===== src/vgaac_pkg.sv =====
`timescale 1ns / 1ps
// Shared types, command codes, register numbers and initial value tables
// for the VGA attribute controller. No dependencies.
`default_nettype none

package vgaac_pkg;

   // command codes
   localparam logic [2:0] CMD_PORT_WRITE    = 3'd0;
   localparam logic [2:0] CMD_DATA_READ     = 3'd1;
   localparam logic [2:0] CMD_INDEX_READ    = 3'd2;
   localparam logic [2:0] CMD_FLIPFLOP_RST  = 3'd3;
   localparam logic [2:0] CMD_BACKDOOR_SET  = 3'd4;
   localparam logic [2:0] CMD_BACKDOOR_GET  = 3'd5;
   localparam logic [2:0] CMD_INIT          = 3'd6;

   // register numbers
   localparam logic [4:0] REG_MODE     = 5'h10;
   localparam logic [4:0] REG_PLANE    = 5'h12;
   localparam logic [4:0] REG_PAN      = 5'h13;
   localparam logic [4:0] REG_CSEL     = 5'h14;
   localparam logic [4:0] PALETTE_LAST = 5'h0f;

   localparam logic [7:0] MASK_MODE    = 8'hef;
   localparam logic [7:0] MASK_NIBBLE  = 8'h0f;
   localparam logic [7:0] MASK_DEFAULT = 8'h3f;
   localparam logic [7:0] BYTE_NONE    = 8'hff;

   localparam int DIRTY_W     = 21;
   localparam int TBL_COUNT   = 9;
   localparam int TBL_ENTRIES = 21;

   typedef struct packed {
      logic [2:0] cmd;
      logic [7:0] data_in;
      logic [7:0] reg_index;
      logic [3:0] table_select;
   } req_type;

   typedef struct packed {
      logic [7:0]         read_data;
      logic               flipflop_state;
      logic               screen_blank;
      logic               color_changed;
      logic [DIRTY_W-1:0] dirty_mask;
      logic               plane_enable_changed;
   } rsp_type;

   // register-file control state outside the RAM
   typedef struct packed {
      logic [4:0] cur_index;
      logic       pal_access;
      logic       phase;
      logic       blank;
      logic       color_changed;
   } ctrl_type;

   localparam ctrl_type CTRL_RESET = '{
      cur_index: 5'd0, pal_access: 1'b1, phase: 1'b0, blank: 1'b0, color_changed: 1'b1
   };

   localparam logic [7:0] INIT_TABLES [TBL_COUNT][TBL_ENTRIES] = '{
      '{8'h00,8'h01,8'h02,8'h03,8'h04,8'h05,8'h14,8'h07,8'h38,8'h39,8'h3a,8'h3b,8'h3c,
        8'h3d,8'h3e,8'h3f,8'h0c,8'h00,8'h0f,8'h08,8'h00},
      '{8'h00,8'h13,8'h15,8'h17,8'h02,8'h04,8'h06,8'h07,8'h10,8'h11,8'h12,8'h13,8'h14,
        8'h15,8'h16,8'h17,8'h01,8'h00,8'h03,8'h00,8'h00},
      '{8'h00,8'h17,8'h17,8'h17,8'h17,8'h17,8'h17,8'h17,8'h17,8'h17,8'h17,8'h17,8'h17,
        8'h17,8'h17,8'h17,8'h01,8'h00,8'h01,8'h00,8'h00},
      '{8'h00,8'h08,8'h08,8'h08,8'h08,8'h08,8'h08,8'h08,8'h10,8'h18,8'h18,8'h18,8'h18,
        8'h18,8'h18,8'h18,8'h0e,8'h00,8'h0f,8'h08,8'h00},
      '{8'h00,8'h01,8'h02,8'h03,8'h04,8'h05,8'h06,8'h07,8'h10,8'h11,8'h12,8'h13,8'h14,
        8'h15,8'h16,8'h17,8'h01,8'h00,8'h0f,8'h00,8'h00},
      '{8'h00,8'h08,8'h00,8'h00,8'h18,8'h18,8'h00,8'h00,8'h00,8'h08,8'h00,8'h00,8'h00,
        8'h18,8'h00,8'h00,8'h0b,8'h00,8'h05,8'h00,8'h00},
      '{8'h00,8'h01,8'h02,8'h03,8'h04,8'h05,8'h14,8'h07,8'h38,8'h39,8'h3a,8'h3b,8'h3c,
        8'h3d,8'h3e,8'h3f,8'h01,8'h00,8'h0f,8'h00,8'h00},
      '{8'h00,8'h3f,8'h3f,8'h3f,8'h3f,8'h3f,8'h3f,8'h3f,8'h3f,8'h3f,8'h3f,8'h3f,8'h3f,
        8'h3f,8'h3f,8'h3f,8'h01,8'h00,8'h01,8'h00,8'h00},
      '{8'h00,8'h01,8'h02,8'h03,8'h04,8'h05,8'h06,8'h07,8'h08,8'h09,8'h0a,8'h0b,8'h0c,
        8'h0d,8'h0e,8'h0f,8'h41,8'h00,8'h0f,8'h00,8'h00}
   };

   // value an entry holds after init with the given table; zero past the table
   function automatic logic [7:0] init_value(logic [3:0] tbl, logic [4:0] idx);
      logic [7:0] v;
      v = 8'h00;
      if (tbl < 4'(TBL_COUNT) && idx < 5'(TBL_ENTRIES)) begin
         v = INIT_TABLES[tbl][idx];
      end
      return v;
   endfunction

   function automatic logic [7:0] mask_value(logic [4:0] idx, logic [7:0] v);
      logic [7:0] m;
      if (idx == REG_MODE) begin
         m = v & MASK_MODE;
      end else if (idx == REG_PAN || idx == REG_CSEL) begin
         m = v & MASK_NIBBLE;
      end else begin
         m = v & MASK_DEFAULT;
      end
      return m;
   endfunction

   // register an item touches: backdoor commands name it, the rest use the index
   function automatic logic [4:0] entry_index(req_type item, logic [4:0] cur);
      logic [4:0] idx;
      if (item.cmd == CMD_BACKDOOR_SET || item.cmd == CMD_BACKDOOR_GET) begin
         idx = item.reg_index[4:0];
      end else begin
         idx = cur;
      end
      return idx;
   endfunction

endpackage

`default_nettype wire


===== src/vga_attribute_controller.sv =====
`timescale 1ns / 1ps
// VGA attribute controller, top level. Depends on vgaac_pkg, vgaac_ram and
// vgaac_update.
//
// Usage: one request transaction on req_* (command plus operands) gives
// exactly one response transaction on rsp_* carrying the read byte and the
// flip-flop, screen-blank, color-changed, dirty and plane-change status.
// The register bytes live in a RAM with a registered read. An accepted
// request reads its entry in the accept cycle, then executes in the execute
// state and, once the response register is free, writes back and loads
// the response register, which drives rsp_valid. req_stall stays high in
// execute, so the block takes no new request before the last one has
// finished its RAM read-modify-write. Init does not sweep the RAM:
// per-entry valid flags are cleared at once and an entry without a flag
// reads from the selected table, so init takes no longer than any other
// request.
// A response that is stalled stays in its register; one further request is
// still taken and waits in execute until the register frees up.
// Reset (synchronous) loads the text-mode table, marks all registers dirty,
// sets palette access and color-changed, clears the flip-flop and drops
// any response. req_stall is high during reset.
`default_nettype none

module vga_attribute_controller #(
   parameter int NUM_REGS = 21
) (
   input  wire logic               clock,
   input  wire logic               reset,
   input  wire logic               req_valid,
   output      logic               req_stall,
   input  wire vgaac_pkg::req_type req_data,
   output      logic               rsp_valid,
   input  wire logic               rsp_stall,
   output      vgaac_pkg::rsp_type rsp_data
);

   localparam int ADDR_W = $clog2(NUM_REGS);

   localparam logic ST_IDLE = 1'b0;
   localparam logic ST_EXEC = 1'b1;

   logic                state_ff, state_in;
   vgaac_pkg::req_type  item_ff, item_in;
   vgaac_pkg::ctrl_type ctrl_ff, ctrl_in;
   logic [NUM_REGS-1:0] dirty_ff, dirty_in;
   logic [NUM_REGS-1:0] valid_ff, valid_in;
   logic [3:0]          tbl_ff, tbl_in;
   vgaac_pkg::rsp_type  rsp_ff, rsp_in;
   logic                rsp_valid_ff, rsp_valid_in;

   logic                accept;
   logic                finish;
   logic [4:0]          idx_sel;
   logic [ADDR_W-1:0]   rd_addr;
   logic [7:0]          ram_rd_data;
   logic                ram_we;

   vgaac_pkg::ctrl_type ctrl_nx;
   logic [NUM_REGS-1:0] dirty_nx;
   logic [3:0]          tbl_nx;
   logic                init_all;
   logic                wr_en;
   logic [ADDR_W-1:0]   wr_addr;
   logic [7:0]          wr_data;
   logic [7:0]          read_byte;
   logic                pulse;

   assign req_stall = reset || (state_ff != ST_IDLE);
   assign accept    = req_valid && !req_stall;
   assign finish    = (state_ff == ST_EXEC) && (!rsp_valid_ff || !rsp_stall);
   assign ram_we    = finish && wr_en;

   // address held through execute so the registered read stays put while waiting
   always_comb begin
      if (state_ff == ST_IDLE) begin
         idx_sel = vgaac_pkg::entry_index(req_data, ctrl_ff.cur_index);
      end else begin
         idx_sel = vgaac_pkg::entry_index(item_ff, ctrl_ff.cur_index);
      end
      rd_addr = ({1'b0, idx_sel} < 6'(NUM_REGS)) ? idx_sel[ADDR_W-1:0] : '0;
   end

   vgaac_ram #(
      .WIDTH (8),
      .DEPTH (NUM_REGS)
   ) u_ram (
      .clock   (clock),
      .wr_en   (ram_we),
      .wr_addr (wr_addr),
      .wr_data (wr_data),
      .rd_addr (rd_addr),
      .rd_data (ram_rd_data)
   );

   vgaac_update #(
      .NUM_REGS (NUM_REGS)
   ) u_update (
      .item        (item_ff),
      .ctrl_cur    (ctrl_ff),
      .dirty_cur   (dirty_ff),
      .tbl_cur     (tbl_ff),
      .entry_valid (valid_ff[rd_addr]),
      .ram_rd_data (ram_rd_data),
      .ctrl_nx     (ctrl_nx),
      .dirty_nx    (dirty_nx),
      .tbl_nx      (tbl_nx),
      .init_all    (init_all),
      .wr_en       (wr_en),
      .wr_addr     (wr_addr),
      .wr_data     (wr_data),
      .read_byte   (read_byte),
      .pulse       (pulse)
   );

   always_comb begin
      state_in     = state_ff;
      item_in      = item_ff;
      ctrl_in      = ctrl_ff;
      dirty_in     = dirty_ff;
      valid_in     = valid_ff;
      tbl_in       = tbl_ff;
      rsp_in       = rsp_ff;
      rsp_valid_in = rsp_valid_ff && rsp_stall;

      if (accept) begin
         item_in  = req_data;
         state_in = ST_EXEC;
      end

      if (finish) begin
         state_in     = ST_IDLE;
         ctrl_in      = ctrl_nx;
         dirty_in     = dirty_nx;
         tbl_in       = tbl_nx;
         rsp_valid_in = 1'b1;
         if (init_all) begin
            valid_in = '0;
         end else if (wr_en) begin
            valid_in[wr_addr] = 1'b1;
         end
         rsp_in.read_data            = read_byte;
         rsp_in.flipflop_state       = ctrl_nx.phase;
         rsp_in.screen_blank         = ctrl_nx.blank;
         rsp_in.color_changed        = ctrl_nx.color_changed;
         rsp_in.dirty_mask           = dirty_nx[vgaac_pkg::DIRTY_W-1:0];
         rsp_in.plane_enable_changed = pulse;
      end
   end

   always_ff @(posedge clock) begin
      if (reset) begin
         state_ff     <= ST_IDLE;
         ctrl_ff      <= vgaac_pkg::CTRL_RESET;
         dirty_ff     <= '1;
         valid_ff     <= '0;
         tbl_ff       <= 4'd0;
         rsp_valid_ff <= 1'b0;
      end else begin
         state_ff     <= state_in;
         ctrl_ff      <= ctrl_in;
         dirty_ff     <= dirty_in;
         valid_ff     <= valid_in;
         tbl_ff       <= tbl_in;
         rsp_valid_ff <= rsp_valid_in;
      end
   end

   always_ff @(posedge clock) begin
      item_ff <= item_in;
      rsp_ff  <= rsp_in;
   end

   assign rsp_valid = rsp_valid_ff;
   assign rsp_data  = rsp_ff;

endmodule

`default_nettype wire


===== src/vgaac_ram.sv =====
`timescale 1ns / 1ps
// Generic single-write, single-read RAM with registered read data.
// No dependencies.
`default_nettype none

module vgaac_ram #(
   parameter int WIDTH = 8,
   parameter int DEPTH = 21
) (
   input  wire logic                     clock,
   input  wire logic                     wr_en,
   input  wire logic [$clog2(DEPTH)-1:0] wr_addr,
   input  wire logic [WIDTH-1:0]         wr_data,
   input  wire logic [$clog2(DEPTH)-1:0] rd_addr,
   output      logic [WIDTH-1:0]         rd_data
);

   logic [WIDTH-1:0] mem_ff [DEPTH];
   logic [WIDTH-1:0] rd_data_ff;

   always_ff @(posedge clock) begin
      if (wr_en) begin
         mem_ff[wr_addr] <= wr_data;
      end
      rd_data_ff <= mem_ff[rd_addr];
   end

   assign rd_data = rd_data_ff;

endmodule

`default_nettype wire


===== src/vgaac_update.sv =====
`timescale 1ns / 1ps
// Command execution for the attribute controller: next control state, dirty
// marks, RAM write-back and read result. Depends on vgaac_pkg.
`default_nettype none

module vgaac_update #(
   parameter int NUM_REGS = 21
) (
   input  wire vgaac_pkg::req_type               item,
   input  wire vgaac_pkg::ctrl_type              ctrl_cur,
   input  wire logic [NUM_REGS-1:0]              dirty_cur,
   input  wire logic [3:0]                       tbl_cur,
   input  wire logic                             entry_valid,
   input  wire logic [7:0]                       ram_rd_data,
   output      vgaac_pkg::ctrl_type              ctrl_nx,
   output      logic [NUM_REGS-1:0]              dirty_nx,
   output      logic [3:0]                       tbl_nx,
   output      logic                             init_all,
   output      logic                             wr_en,
   output      logic [$clog2(NUM_REGS)-1:0]      wr_addr,
   output      logic [7:0]                       wr_data,
   output      logic [7:0]                       read_byte,
   output      logic                             pulse
);

   localparam int ADDR_W = $clog2(NUM_REGS);

   logic [4:0] eidx;
   logic       eidx_ok;
   logic       ridx_ok;
   logic [7:0] old_val;
   logic [7:0] idx_byte;
   logic       cur_access;
   logic       dw_go;
   logic       dw_pal;
   logic [7:0] masked;

   always_comb begin
      eidx     = vgaac_pkg::entry_index(item, ctrl_cur.cur_index);
      eidx_ok  = {1'b0, eidx} < 6'(NUM_REGS);
      ridx_ok  = item.reg_index < 8'(NUM_REGS);
      // entries never written since reset or init read from the loaded table
      old_val  = entry_valid ? ram_rd_data : vgaac_pkg::init_value(tbl_cur, eidx);
      idx_byte = {2'b00, ctrl_cur.pal_access, ctrl_cur.cur_index};
      cur_access = eidx_ok && (!ctrl_cur.pal_access || eidx > vgaac_pkg::PALETTE_LAST);
      masked   = vgaac_pkg::mask_value(eidx, item.data_in);
      dw_pal   = (item.cmd == vgaac_pkg::CMD_BACKDOOR_SET) ? 1'b0 : ctrl_cur.pal_access;
      dw_go    = (item.cmd == vgaac_pkg::CMD_PORT_WRITE && ctrl_cur.phase) ||
                 (item.cmd == vgaac_pkg::CMD_BACKDOOR_SET && ridx_ok);

      ctrl_nx   = ctrl_cur;
      dirty_nx  = dirty_cur;
      tbl_nx    = tbl_cur;
      init_all  = 1'b0;
      wr_en     = 1'b0;
      wr_addr   = eidx[ADDR_W-1:0];
      wr_data   = masked;
      read_byte = 8'h00;
      pulse     = 1'b0;

      case (item.cmd)
         vgaac_pkg::CMD_PORT_WRITE: begin
            if (!ctrl_cur.phase) begin
               ctrl_nx.phase      = 1'b1;
               ctrl_nx.cur_index  = item.data_in[4:0];
               ctrl_nx.pal_access = item.data_in[5];
               ctrl_nx.blank      = !item.data_in[5];
            end
         end
         vgaac_pkg::CMD_DATA_READ: begin
            read_byte = cur_access ? old_val : idx_byte;
         end
         vgaac_pkg::CMD_INDEX_READ: begin
            read_byte = idx_byte;
         end
         vgaac_pkg::CMD_FLIPFLOP_RST: begin
            ctrl_nx.phase = 1'b0;
         end
         vgaac_pkg::CMD_BACKDOOR_SET: begin
            if (ridx_ok) begin
               ctrl_nx.cur_index = item.reg_index[4:0];
            end
         end
         vgaac_pkg::CMD_BACKDOOR_GET: begin
            read_byte = ridx_ok ? old_val : vgaac_pkg::BYTE_NONE;
         end
         vgaac_pkg::CMD_INIT: begin
            init_all                = 1'b1;
            tbl_nx = (item.table_select < 4'(vgaac_pkg::TBL_COUNT)) ? item.table_select : 4'd0;
            dirty_nx                = '1;
            ctrl_nx.color_changed   = 1'b1;
            ctrl_nx.cur_index       = 5'd0;
            ctrl_nx.pal_access      = 1'b1;
            ctrl_nx.phase           = 1'b0;
         end
         default: begin
         end
      endcase

      // data-phase write, shared by port write and backdoor set
      if (dw_go) begin
         ctrl_nx.phase = 1'b0;
         if (eidx_ok && (!dw_pal || eidx > vgaac_pkg::PALETTE_LAST)) begin
            if (old_val != masked) begin
               wr_en                     = 1'b1;
               dirty_nx[eidx[ADDR_W-1:0]] = 1'b1;
               ctrl_nx.color_changed     = 1'b1;
               pulse                     = (eidx == vgaac_pkg::REG_PLANE);
            end
            if (eidx == vgaac_pkg::REG_MODE || eidx == vgaac_pkg::REG_CSEL) begin
               dirty_nx[15:0] = '1;
            end
         end
      end
   end

endmodule

`default_nettype wire


===== config.mk =====
export PLATFORM = sky130hd
export DESIGN_NAME = vga_attribute_controller
export DESIGN_NICKNAME = d
export VERILOG_FILES = /design/src/vgaac_pkg.sv /design/src/vga_attribute_controller.sv /design/src/vgaac_ram.sv /design/src/vgaac_update.sv
export SDC_FILE = /design/constraint.sdc
export NUM_CORES = 1
export LEC_CHECK = 0
export BUFFER_PORTS_ARGS = -buffer_cell sky130_fd_sc_hd__buf_2
export CORE_ASPECT_RATIO = 1.75
export CORE_MARGIN = 2
export CORE_UTILIZATION = 50
export CTS_BUF_LIST = sky130_fd_sc_hd__clkbuf_4
export DETAILED_ROUTE_END_ITERATION = 8
export GPL_ROUTABILITY_DRIVEN = 0
export HOLD_SLACK_MARGIN = 0.05
export PLACE_DENSITY = 0.68
export SLEW_MARGIN = 10
export SYNTH_ARGS = -nofsm -noshare
export SYNTH_HDL_FRONTEND = slang
export SYNTH_SLANG_ARGS = --single-unit

===== constraint.sdc =====
create_clock -name clock -period 5.75 [get_ports clock]
set_clock_uncertainty 0.05 [all_clocks]
set_input_delay 1.4375 -clock clock [delete_from_list [all_inputs] [get_ports clock]]
set_output_delay 1.4375 -clock clock [all_outputs]
set_load 0.1 [all_outputs]

==> results by stage, run 1 <==
Status:
- The run finished with clean final reports.

Place:
- In this run, placement finished with an instance count of 1553.
- The quantity of I/O buffers inserted on ports is 61.
- The placed wire-length estimate after detailed placement is 28200 um.

Floorplanning:
- The floorplan step defined a die boundary enclosing 28000 sq um.
- In this run the core area contains 79 standard-cell rows.
- In this run the vertical extent of the chip is 220 um.
- The floorplan step set the die width to 127 um.
- The core region is 26400 sq um.
- The initial cell density of the core is 50.4%.
- The number of top-level pins is 62.

Synth:
- The cell with the most instances after synthesis is sky130_fd_sc_hd__edfxtp_1.
- The sequential element share of the synthesized area is 60.4%.
- The synthesized design contains 224 enable-type register cells.
- The library cell with the largest summed area after synthesis is sky130_fd_sc_hd__edfxtp_1.
- A synthesized cell averages 11.1 sq um.
- The Yosys step of the flow raised 0 warnings.
- The synthesized design contains 289 register bits.
- The total standard cell area after synthesis is 13300 sq um.
- Yosys attributes the largest share of cell area to sky130_fd_sc_hd__edfxtp_1 (51%), sky130_fd_sc_hd__dfxtp_1 (9.8%), sky130_fd_sc_hd__nand2_1 (4.6%).
- The net count after synthesis is 1225.
- The cell count after synthesis is 1194.
- The share of synthesized area in the top cell type comes to 50.6%.
- Counting instances in the post-synthesis netlist gives the leading cell types as sky130_fd_sc_hd__edfxtp_1 (224), sky130_fd_sc_hd__nand2_1 (163), sky130_fd_sc_hd__nor2_1 (95).
- After synthesis, the netlist uses 74 different library cells.
- After synthesis, the share of flip-flops with an asynchronous set or reset is 0%.
- The dominant synthesized flop cell is sky130_fd_sc_hd__edfxtp_1.

Pwr:
- The cell leakage power is 5.06 nW.
- The power per cell area is 295 nW/um^2.
- Across the VDD grid, the largest voltage drop is 0.000207 V.

Final layout:
- The share of final-layout standard cells stronger than drive strength 1 is 18.8%.
- The non-filler instance count after layout is 1668.
- Relative to the synthesized area, the layout overhead comes to 12.5%.
- The number of nets at the end of the flow is 1322.

STA:
- Setup violations remaining at the end of the flow were counted as 0.
- The number of failing hold endpoints at the final stage is 0.
- After layout, the minimum clock period comes to 5.09 ns.
- Setup repair after global routing left no endpoint under its margin.
- Timing would allow up to 196 MHz.
- The final critical path takes up 88.5% of the cycle.
- For the pin with the worst max-slew slack, the measured transition is 0.951 ns.
- The headroom to the max-slew limit is 36.5%.
- The max-slew violation count is 0.
- The setup TNS after final layout is 0 ns.

GRT:
- The combined global-route utilization of all metal layers is 28.7%.
- The global-route wire length before repair is 59900 um.
- The initial antenna violation count is 1.
- The number of global-route vias before repair is 10342.
- The total congestion overflow is 0.
- The maximum number of pins on one net before global-route repair is 42.

Route:
- The detailed router finished its first iteration with 1054 violations.
- For this run, design rule violations remaining after detail routing come to 0.
- For this block, the routed nets add up to 40200 um of wire.
- Once detail routing completed, the nets flagged for antenna violations numbered 0.
- The number of detailed-routing iterations run before antenna repair is 6.
- For this block, the via count after detailed routing is 10494.
- After detailed routing, the average wire length per cell comes to 24.1 um.
- Using the TritonRoute via totals, the vias-per-cell ratio works out to 6.29.

CTS:
- The number of buffers inserted during clock tree synthesis is 60.
- After clock tree synthesis, the clock-pin slew on the worst setup and hold paths is 0.07 ns.
- The maximum clock path buffer count is 3.
- Clock latency on the worst-skew pair, taken at its later pin, is 0.73 ns.
- The TritonCTS clock tree is done.
- Post-CTS repair changed the size of 0 cells.
- CTS built an H-tree with a depth of 2.
- The count of hold buffers inserted by post-cts repair is 0.
- The clock sink total is 289.
- The root cell of the clock tree is sky130_fd_sc_hd__clkbuf_4.
- Post-CTS timing repair inserted 0 buffers for setup.

Worst setup path:
- The kind of end point of the critical path is a register.
- Data arrives at the worst endpoint at 5.47 ns.
- The critical path data required time is 6.13 ns.
- The startpoint-to-endpoint class of the critical path is reg2reg.
- The maximum fanout along the worst path is 40.
- The startpoint kind of the worst setup timing path is a register.

Job:
- The max capacitance violation total is 0.

Min path:
- The type of the worst min-delay path is reg2reg.
final cells by class:
type | instances | area (sq um)
clock inverters | 33 | 215
inverters | 20 | 75.1
fillers | 2257 | 11400
clock buffers | 81 | 608
flip-flops and latches | 289 | 8030
repair buffers | 122 | 776
well taps | 324 | 405
multi-input cells | 798 | 4860
diodes | 1 | 2.50
metal layers:
layer | global-route usage (%) | vias up | wire [um]
met3 | 4.13 | 177 | 2260
met4 | 20.0 | 0 | 3060
met1 | 29.7 | 4993 | 13600
met5 | 0 | - | 0
li1 | - | 4819 | -
met2 | 52.6 | 505 | 21300
cells by family (layout without fill, tap and decap cells):
| family | count (synthesis) | count (layout) | share of synthesized area [%] |
|---|---|---|---|
| and+or+nand+nor | 453 | 453 | 16.6 |
| AOI/OAI and AO/OA | 302 | 302 | 16.4 |
| DFF | 289 | 289 | 60.4 |
| buffers and inverters | 107 | 256 | 3.38 |
| muxes | 28 | 28 | 2.21 |
| xor gates and xnor gates | 11 | 11 | 0.724 |
| adders and majority gates | 4 | 4 | 0.376 |
| other | 0 | 1 | 0 |
state kept, by name (all words and copies together) (netlist names):
| name | cells |
|---|---|
| item_ff | 23 |
| valid_ff | 21 |
| u_ram.rd_data | 8 |
| dirty_ff | 21 |
| rsp_valid | 1 |
| state_ff | 1 |
| rsp_data | 33 |
| tbl_ff | 4 |
| ctrl_ff | 9 |
| u_ram.mem_ff | 168 |
worst max-delay path, cell delays in order, from the launching register on:
cell                       delay (ns)
sky130_fd_sc_hd__edfxtp_1        0.59
sky130_fd_sc_hd__nand2b_1        0.37
sky130_fd_sc_hd__buf_4           0.25
sky130_fd_sc_hd__a21oi_1         0.53
sky130_fd_sc_hd__o21ai_0         0.29
sky130_fd_sc_hd__nand2_1         0.34
sky130_fd_sc_hd__a32oi_1         0.31
sky130_fd_sc_hd__xnor2_1         0.20
sky130_fd_sc_hd__nor4bb_1        0.53
sky130_fd_sc_hd__mux2i_1         0.27
sky130_fd_sc_hd__o31ai_4         0.36
sky130_fd_sc_hd__buf_12          0.21
sky130_fd_sc_hd__buf_4           0.39
sky130_fd_sc_hd__o31ai_1         0.14
final timing paths:
kind,from,to,slack (ns),depth (start not counted)
max,item_ff[21],rsp_data[9],0.66,13
min,dirty_ff[4],dirty_ff[4],0.41,2
max reg2reg,item_ff[21],rsp_data[9],0.66,13
min reg2reg,dirty_ff[4],dirty_ff[4],0.41,2
power breakdown:
group / total, W / switching [W] / internal (W)
clock: 0.00158 / 0.000778 / 0.000800
combinational: 0.000533 / 0.000376 / 0.000157
sequential: 0.00231 / 0.0000388 / 0.00227
through the flow:
step                      util [%]  instance area (sq um)  hold WS, ns  setup WS, ns  power (W)
after floorplan                  -                  13300        0.367         0.282    0.00270
after global placement        53.6                  14100        0.382         0.415    0.00287
after detailed placement      53.6                  14100        0.385         0.292    0.00287
after CTS                     56.7                  15000        0.402         0.852    0.00444
after global routing          56.7                  15000        0.415         0.481    0.00459
final                         56.7                  15000        0.405         0.660    0.00442
cell usage in the layout (no fill, tap or decap), types with 6 or more instances in the layout:
cell and n:
sky130_fd_sc_hd__edfxtp_1 224, sky130_fd_sc_hd__nand2_1 163, sky130_fd_sc_hd__nor2_1 92, sky130_fd_sc_hd__clkbuf_4 81
sky130_fd_sc_hd__dfxtp_1 65, sky130_fd_sc_hd__buf_2 61, sky130_fd_sc_hd__buf_4 60, sky130_fd_sc_hd__nor3_1 38
sky130_fd_sc_hd__a21oi_1 36, sky130_fd_sc_hd__a31oi_1 33, sky130_fd_sc_hd__o31ai_1 32, sky130_fd_sc_hd__o21ai_1 29
sky130_fd_sc_hd__o221ai_1 24, sky130_fd_sc_hd__nand3_1 22, sky130_fd_sc_hd__clkinv_1 22, sky130_fd_sc_hd__and3_1 21
sky130_fd_sc_hd__o21ai_0 19, sky130_fd_sc_hd__inv_1 18, sky130_fd_sc_hd__a311oi_1 18, sky130_fd_sc_hd__o211ai_1 18
sky130_fd_sc_hd__mux2i_1 17, sky130_fd_sc_hd__a211oi_1 16, sky130_fd_sc_hd__or3_1 14, sky130_fd_sc_hd__or4_1 14
sky130_fd_sc_hd__nor2b_1 13, sky130_fd_sc_hd__nor4_1 12, sky130_fd_sc_hd__mux2_2 11, sky130_fd_sc_hd__and2_1 11
sky130_fd_sc_hd__a21o_1 10, sky130_fd_sc_hd__o22ai_1 10, sky130_fd_sc_hd__nand2b_1 9, sky130_fd_sc_hd__o311ai_0 9
sky130_fd_sc_hd__a221oi_1 7, sky130_fd_sc_hd__clkinv_2 7, sky130_fd_sc_hd__xnor2_1 6, sky130_fd_sc_hd__or2_2 6
No activity file was read; power rests on OpenSTA's default activity.
==> inputs of run 2 (changes only) <==
--- a/config.mk
+++ b/config.mk
@@ -6,14 +6,16 @@
 export NUM_CORES = 1
 export LEC_CHECK = 0
 export BUFFER_PORTS_ARGS = -buffer_cell sky130_fd_sc_hd__buf_2
+export CELL_PAD_IN_SITES_DETAIL_PLACEMENT = 1
+export CELL_PAD_IN_SITES_GLOBAL_PLACEMENT = 1
 export CORE_ASPECT_RATIO = 1.75
 export CORE_MARGIN = 2
-export CORE_UTILIZATION = 50
+export CORE_UTILIZATION = 47
 export CTS_BUF_LIST = sky130_fd_sc_hd__clkbuf_4
 export DETAILED_ROUTE_END_ITERATION = 8
 export GPL_ROUTABILITY_DRIVEN = 0
 export HOLD_SLACK_MARGIN = 0.05
-export PLACE_DENSITY = 0.68
+export PLACE_DENSITY = 0.77
 export SLEW_MARGIN = 10
 export SYNTH_ARGS = -nofsm -noshare
 export SYNTH_HDL_FRONTEND = slang
==> run 2 against run 1 <==
  * First-iteration DRC count fell by 30%
  * Sequential power is essentially flat
  * Die area grew 6.2%
  * Total power increased by 3.8%
  * Sequential share of layout area fell by 0.67 points
  * Setup slack is essentially flat
  * Hold slack worse by 0.00090 ns
  * Critical path type unchanged
  * Largest cell class unchanged
==> results by stage, run 2 (synthesis gave the netlist of run 1 again) <==
GRT:
- The met3 track demand over resource in global routing is 5.70%.
- Global routing used 28.3% of the available met1 tracks.
- The maximum number of pins on one net before global-route repair is 49.
- The most utilized layer in the global route result is met2.
- Global routing finished with a remaining overflow of 0.
- The initial antenna violation count is 1.
- Global routing used 30.0% of the available tracks across all layers.
- The met2 usage in global routing is 56.3%.
- The number of global-route vias before repair was 11526.
- The global-route wire length before repair is 66400 um.

Final layout:
- The library cell used most frequently in the layout, excluding fill and tap cells, is sky130_fd_sc_hd__edfxtp_1.
- At the end of the flow, the number of nets in the layout was 1334.
- The register with the most flip-flops in the layout has 168 of them.
- Fill cells in the final layout number 3030.
- From synthesis to final layout, the design area changed by 14.0%.
- The share of final-layout standard cells stronger than drive strength 1 is 20.2%.
- The final standard cell utilization of the core is 54.4%.
- The register containing the most flip-flops in the final layout is u_ram.mem_ff.
- The non-filler instance count after layout is 1727.
- In the layout the commonest cells are sky130_fd_sc_hd__edfxtp_1 (224), sky130_fd_sc_hd__nand2_1 (163), sky130_fd_sc_hd__clkbuf_4 (103), sky130_fd_sc_hd__nor2_1 (92), sky130_fd_sc_hd__dfxtp_1 (65).

STA:
- The routed design could run at a clock period as short as 5.09 ns.
- The least setup slack across all paths after layout is 0.661 ns.
- The worst pin sits at a relative slew slack of 27.2%.
- Setup violations remaining at the end of the flow were counted as 0.
- The number of failing hold endpoints at the final stage is 0.
- The post-route fraction of the period consumed by the critical path is 88.5%.
- Setup repair after global routing left no endpoint under its margin.
- The top achievable clock speed is 196 MHz.
- The max-slew violation count is 0.
- The setup TNS after final layout is 0 ns.
- The slew of the pin with the lowest slew margin is 1.06 ns.
- The tightest hold path in the finished design has a slack of 0.404 ns.

Worst setup path:
- The startpoint kind of the worst setup timing path is a register.
- The critical path data required time is 6.14 ns.
- The delay of the slowest cell on the worst path is 0.84 ns.
- STA classifies the critical path endpoint as a register.
- In this design, the critical path's most frequently occurring cell is sky130_fd_sc_hd__buf_4.
- Walking the worst path, the cells encountered are nand2b_1, buf_4, a21oi_1, nor2_1, buf_4, a2111oi_0, buf_4, xor2_1, nor4b_1, o2111ai_1, nor3_2, buf_12, nor4_1, buf_4.
- The cell at the slowest stage of the critical path is sky130_fd_sc_hd__a2111oi_0.
- Of all nets on the critical path, the largest fanout is 29.
- For the worst flop-to-flop path, the logic depth is 14.
- The end of the worst register-to-register path is u_ram.mem_ff[13][3].
- Setup slack on the worst reg-to-reg path comes out at 0.66 ns.
- The critical path starts at item_ff[22].
- The startpoint-to-endpoint class of the critical path is reg2reg.
- The worst register-to-register path begins at item_ff[22].
- In this run the worst setup path terminates at u_ram.mem_ff[13][3].
- The arrival time reported for the critical path endpoint is 5.48 ns.

CTS:
- The TritonCTS clock tree is done.
- The maximum level of the CTS H-tree is 3.
- The clock sink total is 289.
- The tree is rooted in a sky130_fd_sc_hd__clkbuf_4.
- The number of gates resized after CTS is 0.
- The count of hold buffers inserted by post-cts repair is 0.
- The number of setup buffers added after CTS is 0.
- At the later pin of the worst-skew pair, clock insertion delay measures 0.74 ns.
- The maximum clock path buffer count is 3.
- The number of clock buffers added by TritonCTS is 67.
- The clock slew seen by the registers of the worst setup and hold paths is 0.07 ns.

Job:
- Max-cap violations in this run came to 0.

Route:
- The count of nets left with antenna violations once routing finished came out at 0.
- The routed wire length per instance is 25.8 um.
- The per-cell via count in the routed design is 6.22.
- The final layout contains routed wiring with a total length of 44500 um.
- Before antenna repair, the detailed router went through 5 iterations.
- The number of DRC markers after the initial detailed-route iteration is 742.
- The routed layout has 10742 vias.
- In the routed design, unresolved DRC markers number 0.

Floorplanning:
- The initial cell density of the core is 47.7%.
- The number of cell rows is 81.
- The floorplan step defined a core boundary enclosing 27900 sq um.
- In this run the horizontal extent of the chip is 131 um.
- For this design the top-level I/O count stands at 62.
- The floorplan die height is 227 um.
- The floorplan step defined a die boundary enclosing 29700 sq um.

Place:
- Prior to clock tree synthesis, the placed netlist has a worst setup slack of 0.357 ns.
- Including well taps, the total number of placed cells is 1607.
- Input and output buffers added on the ports amount to 61.
- The wire-length estimate of the detail-placed layout is 31800 um.

Min path:
- The min-delay analysis places its worst path in the category reg2reg.
- The cell depth of the worst min-delay path is 2.

Pwr:
- The cell leakage power is 5.14 nW.
- Power spread over the standard cell area amounts to 303 nW/um^2.
- IR analysis of the VDD net gives a maximum drop of 0.000179 V.

Status:
- The run finished with clean final reports.
-- run 2: cell count changes in the layout (fill, tap and decap cells not counted) --
| cell | before | now |
|---|---|---|
| sky130_fd_sc_hd__a2111oi_0 | 2 | 3 |
| sky130_fd_sc_hd__bufinv_16 | 3 | 2 |
| sky130_fd_sc_hd__inv_2 | 2 | 1 |
| sky130_fd_sc_hd__nor4_2 | 2 | 4 |
| sky130_fd_sc_hd__clkbuf_4 | 81 | 103 |
| sky130_fd_sc_hd__nor4_1 | 12 | 10 |
| sky130_fd_sc_hd__a2111oi_1 | 1 | 0 |
| sky130_fd_sc_hd__clkinv_2 | 7 | 1 |
| sky130_fd_sc_hd__clkinv_1 | 22 | 13 |
| sky130_fd_sc_hd__buf_12 | 1 | 2 |
| sky130_fd_sc_hd__buf_4 | 60 | 64 |
-- run 2: worst min-delay path by stage --
stage | start | endpoint | slack [ns]
after floorplan | valid_ff[8] | valid_ff[8] | 0.37
after global placement | dirty_ff[9] | dirty_ff[9] | 0.38
after detailed placement | dirty_ff[8] | dirty_ff[8] | 0.39
after CTS | valid_ff[20] | valid_ff[20] | 0.41
after global routing | dirty_ff[20] | dirty_ff[20] | 0.42
final | valid_ff[20] | valid_ff[20] | 0.40
-- run 2: cell type report --
cell class                 instances  area (sq um)  share of cell area, %
inverter                          20          75.1                  0.495
multi-input combinational        798          4870                   32.1
antenna                            1          2.50                 0.0165
clock buffer                     103           773                   5.10
tap                              373           467                   3.08
timing repair buffer             127           826                   5.45
clock inverter                    16           118                  0.776
sequential                       289          8030                   53.0
-- run 2: metal layers --
metal	up-vias	share of wire [%]
met4	0	8.4
met5	-	0
met1	5267	33
met2	461	53
li1	4821	-
met3	193	5.0
-- run 2: critical path, delay by kind of cell, from the launching register on --
| family | cells | cell delay [ns] |
|---|---|---|
| AO/OA/AOI/OAI | 3 | 1.76 |
| buffers and inverters | 5 | 1.14 |
| AND/OR/NAND/NOR | 5 | 0.97 |
| XOR/XNOR | 1 | 0.28 |
| flip-flops | 1 | 0.58 |
-- run 2: stage by stage --
stage	power, W	instance area [sq um]
detailed placement	0.00290	14300
finish	0.00459	15200
floorplan	0.00270	13300
global placement	0.00288	14300
CTS	0.00462	15100
global route	0.00475	15200
-- run 2: where the power goes --
part	switching, W	internal, W
combinational	0.000393	0.000161
sequential	0.0000378	0.00227
clock	0.000819	0.000906
total	0.00125	0.00334
